[src/dal_pkg.sv]
// Shared types and codes for the door autolock controller.
package dal_pkg;

    typedef enum logic [1:0] {
        REQ_UPDATE = 2'd0,
        REQ_GRANT  = 2'd1,
        REQ_INIT   = 2'd2
    } req_kind_t;

    typedef enum logic [2:0] {
        EV_NONE      = 3'd0,
        EV_AUTO      = 3'd1,
        EV_TIMEOUT   = 3'd2,
        EV_UNLOCK    = 3'd3,
        EV_INIT_LOCK = 3'd4
    } event_code_t;

    localparam int unsigned LOCK_DELAY_RESET     = 32'd3000;
    localparam int unsigned UNLOCK_TIMEOUT_RESET = 32'd10000;

    // register indexes on the config port
    localparam logic REG_LOCK_DELAY     = 1'b0;
    localparam logic REG_UNLOCK_TIMEOUT = 1'b1;

    typedef struct packed {
        logic [1:0]  req_type;
        logic        enable_request;
        logic        door_open;
        logic [31:0] now_ms;
    } in_word_t;

    typedef struct packed {
        logic        lock_engaged;
        logic [2:0]  event_code;
        logic        awaiting_open;
        logic        awaiting_relock;
    } out_word_t;

    typedef struct packed {
        logic [31:0] lock_delay_ms;
        logic [31:0] unlock_timeout_ms;
    } cfg_regs_t;

    typedef struct packed {
        logic locking_on;
        logic door_was_open;
        logic wait_open_flag;
        logic wait_relock_flag;
        logic lock_state;
    } ctrl_state_t;

endpackage

[src/dal_apb_regs.sv]
// APB register file holding the lock delay and unlock timeout.
module dal_apb_regs (
    input  logic              aclk,
    input  logic              aresetn,
    input  logic              psel,
    input  logic              penable,
    input  logic              pwrite,
    input  logic [2:0]        paddr,
    input  logic [31:0]       pwdata,
    output logic [31:0]       prdata,
    output logic              pready,
    output dal_pkg::cfg_regs_t cfg
);

    logic [31:0] lock_delay_reg;
    logic [31:0] unlock_timeout_reg;
    logic        wr_en;

    assign pready = 1'b1;
    assign wr_en  = psel && penable && pwrite && pready;

    always_ff @(posedge aclk) begin
        if (!aresetn) begin
            lock_delay_reg     <= dal_pkg::LOCK_DELAY_RESET;
            unlock_timeout_reg <= dal_pkg::UNLOCK_TIMEOUT_RESET;
        end else if (wr_en) begin
            if (paddr[2] == dal_pkg::REG_LOCK_DELAY) begin
                lock_delay_reg <= pwdata;
            end else begin
                unlock_timeout_reg <= pwdata;
            end
        end
    end

    always_comb begin
        if (paddr[2] == dal_pkg::REG_LOCK_DELAY) begin
            prdata = lock_delay_reg;
        end else begin
            prdata = unlock_timeout_reg;
        end
    end

    assign cfg.lock_delay_ms     = lock_delay_reg;
    assign cfg.unlock_timeout_ms = unlock_timeout_reg;

endmodule

[src/dal_step.sv]
// Next-state and result logic for one request word.
module dal_step #(
    parameter int TIME_BITS = 32
) (
    input  dal_pkg::in_word_t    in_word,
    input  dal_pkg::ctrl_state_t cur,
    input  logic [TIME_BITS-1:0] closed_stamp,
    input  logic [TIME_BITS-1:0] unlock_stamp,
    input  dal_pkg::cfg_regs_t   cfg,
    output dal_pkg::ctrl_state_t nxt,
    output logic [TIME_BITS-1:0] closed_stamp_next,
    output logic [TIME_BITS-1:0] unlock_stamp_next,
    output dal_pkg::out_word_t   result
);

    // compare width: wide enough for both the time base and the 32-bit registers
    localparam int CW = (TIME_BITS > 32) ? TIME_BITS : 32;

    logic [CW-1:0]        now_wide;
    logic [TIME_BITS-1:0] now_t;

    assign now_wide = CW'(in_word.now_ms);
    assign now_t    = now_wide[TIME_BITS-1:0];

    always_comb begin
        dal_pkg::ctrl_state_t st;
        dal_pkg::event_code_t ev;
        logic [TIME_BITS-1:0] cs;
        logic [TIME_BITS-1:0] us;
        logic [TIME_BITS-1:0] diff_closed;
        logic [TIME_BITS-1:0] diff_unlock;
        logic                 en;
        logic                 door;

        st          = cur;
        ev          = dal_pkg::EV_NONE;
        cs          = closed_stamp;
        us          = unlock_stamp;
        en          = in_word.enable_request;
        door        = in_word.door_open;
        diff_closed = '0;
        diff_unlock = '0;

        unique case (in_word.req_type)
            dal_pkg::REQ_UPDATE: begin
                // enable edges
                if (!st.locking_on && en) begin
                    st.locking_on = 1'b1;
                    if (!door) begin
                        cs                  = now_t;
                        st.wait_relock_flag = 1'b1;
                    end
                end else if (st.locking_on && !en) begin
                    st.locking_on       = 1'b0;
                    st.wait_open_flag   = 1'b0;
                    st.wait_relock_flag = 1'b0;
                    st.lock_state       = 1'b0;
                    ev                  = dal_pkg::EV_UNLOCK;
                end
                // door edges
                if (door && !st.door_was_open) begin
                    st.wait_open_flag   = 1'b0;
                    st.wait_relock_flag = 1'b0;
                end
                if (!door && st.door_was_open) begin
                    cs = now_t;
                    if (en && !st.lock_state) begin
                        st.wait_relock_flag = 1'b1;
                    end
                end
                st.door_was_open = door;

                diff_closed = now_t - cs;
                diff_unlock = now_t - us;

                if (en) begin
                    if (st.wait_relock_flag && !door && !st.lock_state &&
                        CW'(diff_closed) >= CW'(cfg.lock_delay_ms)) begin
                        st.lock_state       = 1'b1;
                        st.wait_open_flag   = 1'b0;
                        st.wait_relock_flag = 1'b0;
                        ev                  = dal_pkg::EV_AUTO;
                    end else if (st.wait_open_flag && !door && !st.lock_state &&
                                 CW'(diff_unlock) >= CW'(cfg.unlock_timeout_ms)) begin
                        st.lock_state       = 1'b1;
                        st.wait_open_flag   = 1'b0;
                        st.wait_relock_flag = 1'b0;
                        ev                  = dal_pkg::EV_TIMEOUT;
                    end
                end
            end
            dal_pkg::REQ_GRANT: begin
                st.lock_state       = 1'b0;
                ev                  = dal_pkg::EV_UNLOCK;
                us                  = now_t;
                st.wait_open_flag   = !door;
                st.wait_relock_flag = 1'b0;
            end
            dal_pkg::REQ_INIT: begin
                st.door_was_open    = door;
                st.locking_on       = en;
                st.wait_open_flag   = 1'b0;
                st.wait_relock_flag = 1'b0;
                if (!en || door) begin
                    st.lock_state = 1'b0;
                    ev            = dal_pkg::EV_UNLOCK;
                end else begin
                    st.lock_state = 1'b1;
                    ev            = dal_pkg::EV_INIT_LOCK;
                end
            end
            default: begin
                // unused request kind: state holds, no event
            end
        endcase

        nxt                    = st;
        closed_stamp_next      = cs;
        unlock_stamp_next      = us;
        result.lock_engaged    = st.lock_state;
        result.event_code      = ev;
        result.awaiting_open   = st.wait_open_flag;
        result.awaiting_relock = st.wait_relock_flag;
    end

endmodule

[src/door_autolock_controller_core.sv]
// Top level of the door autolock controller: channels, state and pipeline registers.
//
// Usage
//   s_ channel: one request word per handshake (req_type, enable_request,
//     door_open, now_ms). req_type 0 = periodic update, 1 = grant access,
//     2 = initialize; 3 is ignored and just reports the current state.
//   m_ channel: exactly one result word per request word, in order
//     (lock_engaged, event_code, awaiting_open, awaiting_relock).
//   APB port: lock_delay_ms at 0x0, unlock_timeout_ms at 0x4. Write only
//     while no request is in flight.
// Timing
//   One word per cycle sustained while m_ready is high: a single pass of
//   compares and flag logic. A word is held in the input register; the state
//   updates as it moves on to the output register, which holds its result.
// Reset (aresetn low, synchronous)
//   Lock released, all flags clear, both pipeline stages empty, delay
//   registers back to 3000 and 10000 ms. Timestamps are not reset.
// Stall
//   With m_ready low the output register holds; the input register still
//   takes one more word, then s_ready drops until the output drains.
module door_autolock_controller_core #(
    parameter int TIME_BITS = 32
) (
    input  logic               aclk,
    input  logic               aresetn,
    // request channel
    input  logic               s_valid,
    output logic               s_ready,
    input  dal_pkg::in_word_t  s_data,
    // result channel
    output logic               m_valid,
    input  logic               m_ready,
    output dal_pkg::out_word_t m_data,
    // config port
    input  logic               psel,
    input  logic               penable,
    input  logic               pwrite,
    input  logic [2:0]         paddr,
    input  logic [31:0]        pwdata,
    output logic [31:0]        prdata,
    output logic               pready
);

    dal_pkg::cfg_regs_t   cfg;

    // input stage
    dal_pkg::in_word_t    in_word_reg;
    logic                 in_valid_reg;
    logic                 in_valid_next;

    // output stage
    dal_pkg::out_word_t   out_word_reg;
    logic                 out_valid_reg;
    logic                 out_valid_next;

    // controller state
    dal_pkg::ctrl_state_t state_reg;
    dal_pkg::ctrl_state_t state_next;
    logic [TIME_BITS-1:0] closed_stamp_reg;
    logic [TIME_BITS-1:0] closed_stamp_next;
    logic [TIME_BITS-1:0] unlock_stamp_reg;
    logic [TIME_BITS-1:0] unlock_stamp_next;

    dal_pkg::out_word_t   step_result;

    logic                 advance;   // output stage can take a word this cycle
    logic                 commit;    // a word moves from input to output stage
    logic                 s_take;

    dal_apb_regs u_regs (
        .aclk    (aclk),
        .aresetn (aresetn),
        .psel    (psel),
        .penable (penable),
        .pwrite  (pwrite),
        .paddr   (paddr),
        .pwdata  (pwdata),
        .prdata  (prdata),
        .pready  (pready),
        .cfg     (cfg)
    );

    dal_step #(
        .TIME_BITS (TIME_BITS)
    ) u_step (
        .in_word           (in_word_reg),
        .cur               (state_reg),
        .closed_stamp      (closed_stamp_reg),
        .unlock_stamp      (unlock_stamp_reg),
        .cfg               (cfg),
        .nxt               (state_next),
        .closed_stamp_next (closed_stamp_next),
        .unlock_stamp_next (unlock_stamp_next),
        .result            (step_result)
    );

    assign advance = !out_valid_reg || m_ready;
    assign commit  = in_valid_reg && advance;
    assign s_ready = !in_valid_reg || advance;
    assign s_take  = s_valid && s_ready;

    always_comb begin
        in_valid_next = in_valid_reg;
        if (s_take) begin
            in_valid_next = 1'b1;
        end else if (advance) begin
            in_valid_next = 1'b0;
        end
    end

    always_comb begin
        out_valid_next = out_valid_reg;
        if (advance) begin
            out_valid_next = in_valid_reg;
        end
    end

    // control: pipeline valids and controller flags
    always_ff @(posedge aclk) begin
        if (!aresetn) begin
            in_valid_reg  <= 1'b0;
            out_valid_reg <= 1'b0;
            state_reg     <= '0;
        end else begin
            in_valid_reg  <= in_valid_next;
            out_valid_reg <= out_valid_next;
            if (commit) begin
                state_reg <= state_next;
            end
        end
    end

    // payload: no reset needed
    always_ff @(posedge aclk) begin
        if (s_take) begin
            in_word_reg <= s_data;
        end
        if (commit) begin
            out_word_reg     <= step_result;
            closed_stamp_reg <= closed_stamp_next;
            unlock_stamp_reg <= unlock_stamp_next;
        end
    end

    assign m_valid = out_valid_reg;
    assign m_data  = out_word_reg;

    // a locked door never has a pending wait
    a_locked_no_wait: assert property (@(posedge aclk) disable iff (!aresetn)
        m_valid && m_data.lock_engaged |-> !m_data.awaiting_open && !m_data.awaiting_relock)
        else $error("locked result with a wait flag set");

    // an unlock report always shows the lock open
    a_unlock_open: assert property (@(posedge aclk) disable iff (!aresetn)
        m_valid && (m_data.event_code == dal_pkg::EV_UNLOCK) |-> !m_data.lock_engaged)
        else $error("unlock event with lock engaged");

    // lock events always show the lock closed
    a_lock_event_closed: assert property (@(posedge aclk) disable iff (!aresetn)
        m_valid && (m_data.event_code == dal_pkg::EV_AUTO ||
                    m_data.event_code == dal_pkg::EV_TIMEOUT ||
                    m_data.event_code == dal_pkg::EV_INIT_LOCK) |-> m_data.lock_engaged)
        else $error("lock event with lock released");

    // a committed word shows up at the output next cycle
    a_commit_lands: assert property (@(posedge aclk) disable iff (!aresetn)
        commit |=> m_valid)
        else $error("committed word lost");

    // backpressure only when both stages are full and the sink stalls
    a_ready_low: assert property (@(posedge aclk) disable iff (!aresetn)
        !s_ready |-> in_valid_reg && out_valid_reg && !m_ready)
        else $error("s_ready low without a full pipeline");

endmodule
[config.mk]
export PLATFORM = sky130hd
export DESIGN_NAME = door_autolock_controller_core
export DESIGN_NICKNAME = d
export VERILOG_FILES = /design/src/dal_pkg.sv /design/src/dal_apb_regs.sv /design/src/dal_step.sv /design/src/door_autolock_controller_core.sv
export SDC_FILE = /design/constraint.sdc
export NUM_CORES = 1
export LEC_CHECK = 0
export ABC_AREA = 1
export BUFFER_PORTS_ARGS = -buffer_cell sky130_fd_sc_hd__buf_2
export CAP_MARGIN = 20
export CORE_MARGIN = 8
export CORE_UTILIZATION = 45
export DETAILED_ROUTE_END_ITERATION = 10
export PLACE_DENSITY = 0.66
export REMOVE_ABC_BUFFERS = 1
export SLEW_MARGIN = 30
export SYNTH_ARGS = -nofsm -noshare
export SYNTH_HDL_FRONTEND = slang
export SYNTH_SLANG_ARGS = --single-unit
export TNS_END_PERCENT = 1
[constraint.sdc]
create_clock -name aclk -period 6.05 [get_ports aclk]
set_clock_uncertainty 0.15 [all_clocks]
set_input_delay 0.605 -clock aclk [delete_from_list [all_inputs] [get_ports aclk]]
set_output_delay 0.605 -clock aclk [all_outputs]
set_load 0.01 [all_outputs]
==> flow_summary.toml, run 1 <==
[drt]
drt_wl_total_mm = 30.77
first_pass_iters = 5
dr_wl_met3_mm = 1.352
first_iter_violations = 817
wl_per_cell_microns = 15.73
postRouteAntennaNets = 0
vias = 10205
vias_per_cell = 5.217
drc = 0
m1WireLength_mm = 15.56
highest_layer = "met4"
wl_met2_mm = 13.34

[clock_network]
clk_latency_ps = 440
cts-root-buf = "clkbuf_16"
tritoncts = "built"
cts_setup_buffers = 0
cts_buffer_depth = 2
htreeDepth = 4
cts_resized = 0
cts_sinks = 177
cts_buffers = 17
cts.clk_slew.worst_paths_ps = 80
cts_hold_buffers = 0

[synthesis]
synth_ff_type = "edfxtp_1"
synth_top_family_by_area = "compound AO/OA/AOI/OAI gates"
synth_adder_area_share = 0.1357
synth_cell_type_count = 48
yosysTopAreaCellShare = 0.2652
synth_xor_area_frac = 0.03941
synth_edf_count = 106
synth_most_common_cell = "nand2_1"
synth_seq_area_share = 0.3837
ys_top_cells_by_area = "edfxtp_1 (27%), ha_1 (13%), dfxtp_1 (12%)"
netlist.top_cell.by_area = "edfxtp_1"
synth_compound_area_frac = 0.1891
postSynthAreaPerCell_sq_um = 8.001
syn_area_sq_um = 12000
synthMuxAreaShare = 0
yosys_warnings = 0
synthTopCellsByCount = "nand2_1 (249), inv_1 (238), o21ai_0 (161), a21oi_1 (155), ha_1 (127)"
synthSimpleGateAreaFrac = 0.1652
syn_inst = 1500
async_flop_share = 0
ys_seq_elements = 177

[placed_design]
placed_cells = 1924
place.gp.congestion = 0.8670
hpwl_mm = 24.85
place_area_sq_um = 12920
pre_cts_ws_ps = 892.3
portBuffers = 115

[timing]
setup_ws_ps = 841.2
rsz0062_at_grt = "false"
fmax_mhz = 192.0
setup_viol = 0
period_share = 0.8610
tightest_slew_ps = 852.7
tns_ps = 0
relSlewSlack = 0.4294
period_needed_ps = 5209
maxSlewViolCount = 0
report.final.hold_viol_count = 0

[final_layout]
antenna_cells = 0
instances_no_fill = 1956
post_route_cells_drive_above_1_share = 0.1388
nNetsFinal = 1815
largest_reg_flops = 36
stdcell_area_sq_um = 13520
nFillCells = 2564
areaGrowthSynthToFinish_pct = 12.68

[global_routing]
antenna_found_initial = 0
grt_pass1_wl_mm = 48.53
grt_max_degree = 66
track_usage = 0.1927
grt_pass1_vias = 9567
grt_overflow_total = 0

[setup_path]
cp-start-kind = "flip-flop"
reg2reg_depth = 26
crit_top_cell = "nand2_1"
path_class = "reg -> reg"
crit_fanout = 30
required_ps = 6090
worstSetupEndpoint = "m_data[5]"
crit_arrival_ps = 5250
crit_slowest_cell = "inv_1"
rr_endpoint = "m_data[5]"
startpoint = "in_word_reg[33]"
cpPeakStageDelay_ps = 540
endpoint_kind = "flip-flop"
ff2ff_setup_slack_ps = 840
timing.rr.start = "in_word_reg[33]"

[min_path]
min_from = "s_data[35]"
worstHoldPathCells = 1
hp-class = "in -> reg"

[die]
die_x_microns = 179.3
core_area_sq_um = 26130
die_area_sq_um = 32150
start_util = 0.4593
chipHeight_microns = 179.3
num_io_pins = 119
core.rowCount = 59

[flow_run]
max_cap_violations = 0

[power]
ir_worst_vdd_v = 0.0001748
leakage_uw = 0.006173
power_uw = 3357
cellPowerDensity_nw_per_um2 = 248.2

[run_status]
status = "finished, final reports clean"
==> cells by family (layout without fill, tap and decap cells) <==
logic type	count (synthesis)	count (layout)
XOR/XNOR	54	54
buffers and inverters	275	396
adder cells (fa/ha/maj)	129	129
AND/OR/NAND/NOR	463	463
other	1	1
AO/OA/AOI/OAI	401	401
flip-flops	177	177
==> power breakdown <==
group / switching (uW) / total [uW] / internal, uW
clock: 495 / 1140 / 649
combinational: 545 / 857 / 312
sequential: 30.8 / 1360 / 1330
total: 1070 / 3360 / 2290
==> how the worst min path moves through the flow <==
stage | end
finish | in_word_reg[35]
global route | in_word_reg[33]
CTS | in_word_reg[35]
detailed placement | unlock_stamp_reg[0]
global placement | unlock_stamp_reg[0]
floorplan | unlock_stamp_reg[0]
==> final cells by class <==
| type | count | area [sq um] | share of cell area |
|---|---|---|---|
| Multi-Input combinational cell | 1048 | 6364 | 0.4706 |
| Sequential cell | 177 | 4604 | 0.3405 |
| Inverter | 242 | 908.4 | 0.06717 |
| Timing Repair Buffer | 122 | 630.6 | 0.04663 |
| Clock buffer | 22 | 474.2 | 0.03507 |
| Tap cell | 335 | 419.2 | 0.03100 |
| Clock inverter | 10 | 122.6 | 0.009067 |
==> routing by layer <==
metal	vias to the layer above	GRT usage
met2	235	0.3012
met1	4685	0.2741
met4	0	0.05102
li1	5249	-
met3	36	0.02906
met5	-	0
==> stage by stage <==
| stage | hold WS, ps | utilization |
|---|---|---|
| floorplan | 276.4 | - |
| global placement | 289.7 | 0.4945 |
| detailed placement | 299.2 | 0.4945 |
| CTS | 174.9 | 0.5174 |
| global route | 171.9 | 0.5175 |
| finish | 184.7 | 0.5175 |
==> placed cells by master, fill, tap and decap left out, types with 13 or more instances in the layout <==
cell / instances
a21oi_1: 155
buf_2: 114
clkbuf_16: 17
dfxtp_1: 71
edfxtp_1: 106
ha_1: 127
inv_1: 238
nand2_1: 249
nand3_1: 40
nand4_1: 14
nor2_1: 100
o21ai_0: 161
o21ai_1: 14
or2_2: 32
xnor2_1: 13
xor2_1: 41
==> worst max-delay path: cells and delay by family (launching register included) <==
kind / cells / cell delay [ps]
compound gates: 6 / 890
xor+xnor: 1 / 320
fa+ha+maj: 2 / 730
buf+inv: 3 / 690
flops: 1 / 420
simple gates: 14 / 1740
(Power assumes the default switching activity.)
==> run 2: changes to the inputs <==
--- a/config.mk
+++ b/config.mk
@@ -10,6 +10,7 @@
 export CAP_MARGIN = 20
 export CORE_MARGIN = 8
 export CORE_UTILIZATION = 45
+export CTS_BUF_LIST = sky130_fd_sc_hd__clkbuf_4 sky130_fd_sc_hd__clkbuf_8 sky130_fd_sc_hd__clkbuf_16
 export DETAILED_ROUTE_END_ITERATION = 10
 export PLACE_DENSITY = 0.66
 export REMOVE_ABC_BUFFERS = 1
==> flow_summary.toml, run 2 (synthesis results as in run 1) <==
[setup_path]
path_class = "reg -> reg"
cp-start-kind = "flip-flop"
crit_arrival_ps = 5240
endpoint_kind = "flip-flop"
required_ps = 6100
crit_fanout = 30
ff2ff_setup_slack_ps = 860

[timing]
period_needed_ps = 5195
report.final.hold_viol_count = 0
setup_ws_ps = 855.2
period_share = 0.8586
rsz0062_at_grt = "false"
maxSlewViolCount = 0
relSlewSlack = 0.4294
tightest_slew_ps = 852.7
tns_ps = 0
setup_viol = 0
fmax_mhz = 192.5

[final_layout]
layout_common_cells = "nand2_1 (249), inv_1 (238), o21ai_0 (161)"
nNetsFinal = 1815
final_common_cell = "nand2_1"
largest_reg_flops = 36
stdcell_area_sq_um = 13530
areaGrowthSynthToFinish_pct = 12.74
post_route_cells_drive_above_1_share = 0.1400
antenna_cells = 0
instances_no_fill = 1956

[placed_design]
portBuffers = 115
hpwl_mm = 24.85
pre_cts_ws_ps = 892.3
place.gp.congestion = 0.8670
placed_cells = 1924
place_area_sq_um = 12920

[power]
cellPowerDensity_nw_per_um2 = 248.7
leakage_uw = 0.006180
power_uw = 3366
ir_worst_vdd_v = 0.0001751

[drt]
drt_wl_total_mm = 30.74
drc = 0
vias = 10171
first_iter_violations = 817
wl_per_cell_microns = 15.72
vias_per_cell = 5.200
first_pass_iters = 6
postRouteAntennaNets = 0

[global_routing]
grt_pass1_vias = 9567
track_usage = 0.1927
grt_max_degree = 66
grt_overflow_total = 0
antenna_found_initial = 0
grt_pass1_wl_mm = 48.53

[clock_network]
cts_buffer_depth = 2
cts_setup_buffers = 0
htreeDepth = 4
cts_buffers = 17
cts_sinks = 177
clk_latency_ps = 440
cts_hold_buffers = 0
cts-root-buf = "clkbuf_16"
tritoncts = "built"
cts_resized = 0
cts.clk_slew.worst_paths_ps = 80

[die]
core.rowCount = 59
die_x_microns = 179.3
chipHeight_microns = 179.3
start_util = 0.4593
die_area_sq_um = 32150
core_area_sq_um = 26130
num_io_pins = 119

[min_path]
hp-class = "in -> reg"

[flow_run]
max_cap_violations = 0

[run_status]
status = "finished, final reports clean"
[run 2: cell counts in the layout (fill, tap and decap cells not counted)]
No cell type changed its count.
[run 2: layout make-up]
type,instances,area [sq um]
clock buffer,22,481.7
inverter,242,908.4
fill,2562,12600
multi-input combinational,1048,6364
tap,335,419.2
timing repair buffer,122,630.6
clock inverter,10,122.6
sequential,177,4604
[run 2: worst paths after layout]
check | depth (start not counted) | endpoint | startpoint
worst min register to register | 0 | unlock_stamp_reg[0] | in_word_reg[0]
worst min-delay path | 1 | in_word_reg[35] | s_data[35]
worst max-delay path | 25 | m_data[5] | in_word_reg[33]
worst max register to register | 25 | m_data[5] | in_word_reg[33]
[run 2: layer usage]
| metal | vias up | part of all wire | global-route usage |
|---|---|---|---|
| met1 | 4667 | 0.50 | 0.2741 |
| li1 | 5250 | - | - |
| met2 | 222 | 0.43 | 0.3012 |
| met5 | - | 0 | 0 |
| met3 | 32 | 0.047 | 0.02906 |
| met4 | 0 | 0.016 | 0.05102 |
[run 2: where the power goes]
| part | switching, uW | leakage, uW | internal (uW) |
|---|---|---|---|
| clock network | 496 | 0.000303 | 658 |
| registers | 30.8 | 0.00157 | 1330 |
| logic | 544 | 0.00431 | 312 |
| total | 1070 | 0.00618 | 2300 |
[run 2: worst max-delay path, stage by stage, from the launching register on]
cell and delay, ps:
edfxtp_1 420, inv_1 100, nor2_1 210, o21ai_4 100, inv_1 540, or2_2 220, o21ai_0 110, ha_1 380
a21oi_1 330, a21boi_0 360, o21ai_0 170, a21oi_1 150, nand2_1 110, nand2_1 70, nand2_1 60, xor2_1 230
ha_1 290, a21oi_1 150, o21a_1 170, nand2_1 60, a21oi_1 110, nand2_1 110, nand3_2 110, nand3_1 70
nand2_1 80, nand2_1 50
[run 2: per-stage QoR]
stage	util	hold slack (ps)
2_1_floorplan	-	276.4
3_3_place_gp	0.4945	289.7
3_5_place_dp	0.4945	299.2
4_1_cts	0.5177	174.9
5_1_grt	0.5178	171.9
6_report	0.5178	179.3
==> run 3: changes to the inputs <==
--- a/config.mk
+++ b/config.mk
@@ -17,5 +17,6 @@
 export SLEW_MARGIN = 30
 export SYNTH_ARGS = -nofsm -noshare
 export SYNTH_HDL_FRONTEND = slang
+export SYNTH_HIERARCHICAL = 1
 export SYNTH_SLANG_ARGS = --single-unit
 export TNS_END_PERCENT = 1
==> flow_summary.toml, run 3 <==
[setup_path]
startpoint = "in_word_reg[32]"
crit_slowest_cell = "edfxtp_1"
path_class = "reg -> reg"
endpoint_kind = "flip-flop"
crit_top_cell = "nand2_1"
cp-start-kind = "flip-flop"
crit_arrival_ps = 5370
crit_fanout = 33
worstSetupEndpoint = "state_reg[1]"
ff2ff_setup_slack_ps = 870
timing.rr.start = "in_word_reg[32]"
cpPeakStageDelay_ps = 510
reg2reg_depth = 29
rr_endpoint = "state_reg[1]"
required_ps = 6240

[drt]
drc = 0
first_pass_iters = 5
drt_wl_total_mm = 36.20
first_iter_violations = 891
postRouteAntennaNets = 0
vias_per_cell = 5.162
vias = 11444
wl_per_cell_microns = 16.33

[final_layout]
final_common_cell = "nand2_1"
layout_common_cells = "nand2_1 (438), inv_1 (207), nor2_1 (189)"
instances_no_fill = 2217
nNetsFinal = 2027
stdcell_area_sq_um = 14460
antenna_cells = 0
largest_reg_flops = 36
areaGrowthSynthToFinish_pct = 10.24
post_route_cells_drive_above_1_share = 0.1118

[synthesis]
postSynthAreaPerCell_sq_um = 7.574
synth_seq_area_share = 0.3510
yosysTopAreaCellShare = 0.2427
synth_cell_type_count = 55
synth_compound_area_frac = 0.1253
netlist.top_cell.by_area = "edfxtp_1"
async_flop_share = 0
yosys_warnings = 6
synth_edf_count = 106
synthMuxAreaShare = 0.02289
synthSimpleGateAreaFrac = 0.2505
synthTopCellsByCount = "nand2_1 (438), inv_1 (208), nor2_1 (190), ha_1 (127), a21oi_1 (115)"
synth_adder_area_share = 0.1242
ys_top_cells_by_area = "edfxtp_1 (24%), nand2_1 (13%), ha_1 (12%)"
ys_seq_elements = 177
synth_most_common_cell = "nand2_1"
synth_top_family_by_area = "simple AND/OR/NAND/NOR gates"
synth_xor_area_frac = 0.03739
syn_area_sq_um = 13120
synth_ff_type = "edfxtp_1"
syn_inst = 1732

[clock_network]
cts_resized = 0
cts_hold_buffers = 0
cts_buffer_depth = 2
cts-root-buf = "clkbuf_16"
clk_latency_ps = 450
htreeDepth = 4
cts_buffers = 17
cts.clk_slew.worst_paths_ps = 80
tritoncts = "built"
cts_setup_buffers = 0
cts_sinks = 177

[global_routing]
grt_max_degree = 71
grt_overflow_total = 0
grt_pass1_vias = 11110
grt_pass1_wl_mm = 57.79
antenna_found_initial = 0
track_usage = 0.2041

[power]
leakage_uw = 0.006643
cellPowerDensity_nw_per_um2 = 250.4
power_uw = 3621
ir_worst_vdd_v = 0.0002000

[die]
num_io_pins = 119
die_x_microns = 186.7
start_util = 0.4570
core_area_sq_um = 28700
core.rowCount = 62
chipHeight_microns = 186.7
die_area_sq_um = 34870

[timing]
period_share = 0.8557
tightest_slew_ps = 938.8
report.final.hold_viol_count = 0
rsz0062_at_grt = "false"
relSlewSlack = 0.3727
period_needed_ps = 5177
tns_ps = 0
maxSlewViolCount = 0
fmax_mhz = 193.2
setup_viol = 0

[min_path]
hp-class = "in -> reg"

[placed_design]
portBuffers = 115
placed_cells = 2185
place_area_sq_um = 13880
hpwl_mm = 27.35
place.gp.congestion = 0.8700

[flow_run]
max_cap_violations = 0

[run_status]
status = "finished, final reports clean"
==> run 3: worst min-delay path by stage <==
| stage | start | end | slack (ps) | cells after the start |
|---|---|---|---|---|
| detailed placement | state_reg[3] | state_reg[3] | 320 | 2 |
| global placement | state_reg[1] | state_reg[1] | 320 | 2 |
| global route | s_data[15] | in_word_reg[15] | 150 | 1 |
| floorplan | u_regs/unlock_timeout_reg[10] | u_regs/unlock_timeout_reg[10] | 300 | 2 |
| finish | s_data[15] | in_word_reg[15] | 180 | 1 |
| CTS | s_data[12] | in_word_reg[12] | 150 | 1 |
==> run 3: area by class of cell <==
class	count	area (sq um)
tap	384	480.5
sequential	177	4604
clock buffer	21	473.0
timing repair buffer	121	620.6
multi-input combinational	1289	7372
fill	2862	14240
inverter	214	805.8
clock inverter	11	105.1
==> run 3: per-layer routing <==
| metal | track usage | share of wire | routed length (microns) |
|---|---|---|---|
| met4 | 0.06231 | 0.019 | 694 |
| met1 | 0.2608 | 0.45 | 16350 |
| met5 | 0 | 0 | 0 |
| met2 | 0.3502 | 0.48 | 17500 |
| met3 | 0.03151 | 0.046 | 1658 |
==> run 3: power breakdown <==
part           switching [uW]  total, uW  internal, uW
combinational             701       1110           408
clock                     511       1120           609
sequential               45.4       1390          1350
total                    1260       3620          2360
==> run 3: cells by family after synthesis <==
| logic type | Yosys count |
|---|---|
| flops | 177 |
| other cells | 1 |
| mux | 30 |
| xor+xnor | 56 |
| compound gates | 287 |
| simple gates | 786 |
| buf+inv | 266 |
| fa+ha+maj | 129 |
==> run 3: worst max-delay path: cells and delay by family (launching register included) <==
family	cells	cell delay, ps
AOI/OAI and AO/OA	6	1040
adders and majority gates	3	890
and+or+nand+nor	17	2150
buffers and inverters	2	160
xor gates and xnor gates	1	180
DFF	1	510
==> run 3: through the flow <==
| step | utilization | hold WS [ps] | setup slack [ps] |
|---|---|---|---|
| 3_3_place_gp | 0.4837 | 315.4 | 1043 |
| 3_5_place_dp | 0.4837 | 318.4 | 967.0 |
| 5_1_grt | 0.5038 | 148.3 | 457.6 |
| 2_1_floorplan | - | 300.5 | 1336 |
| 4_1_cts | 0.5038 | 150.4 | 942.1 |
| 6_report | 0.5038 | 176.0 | 873.1 |
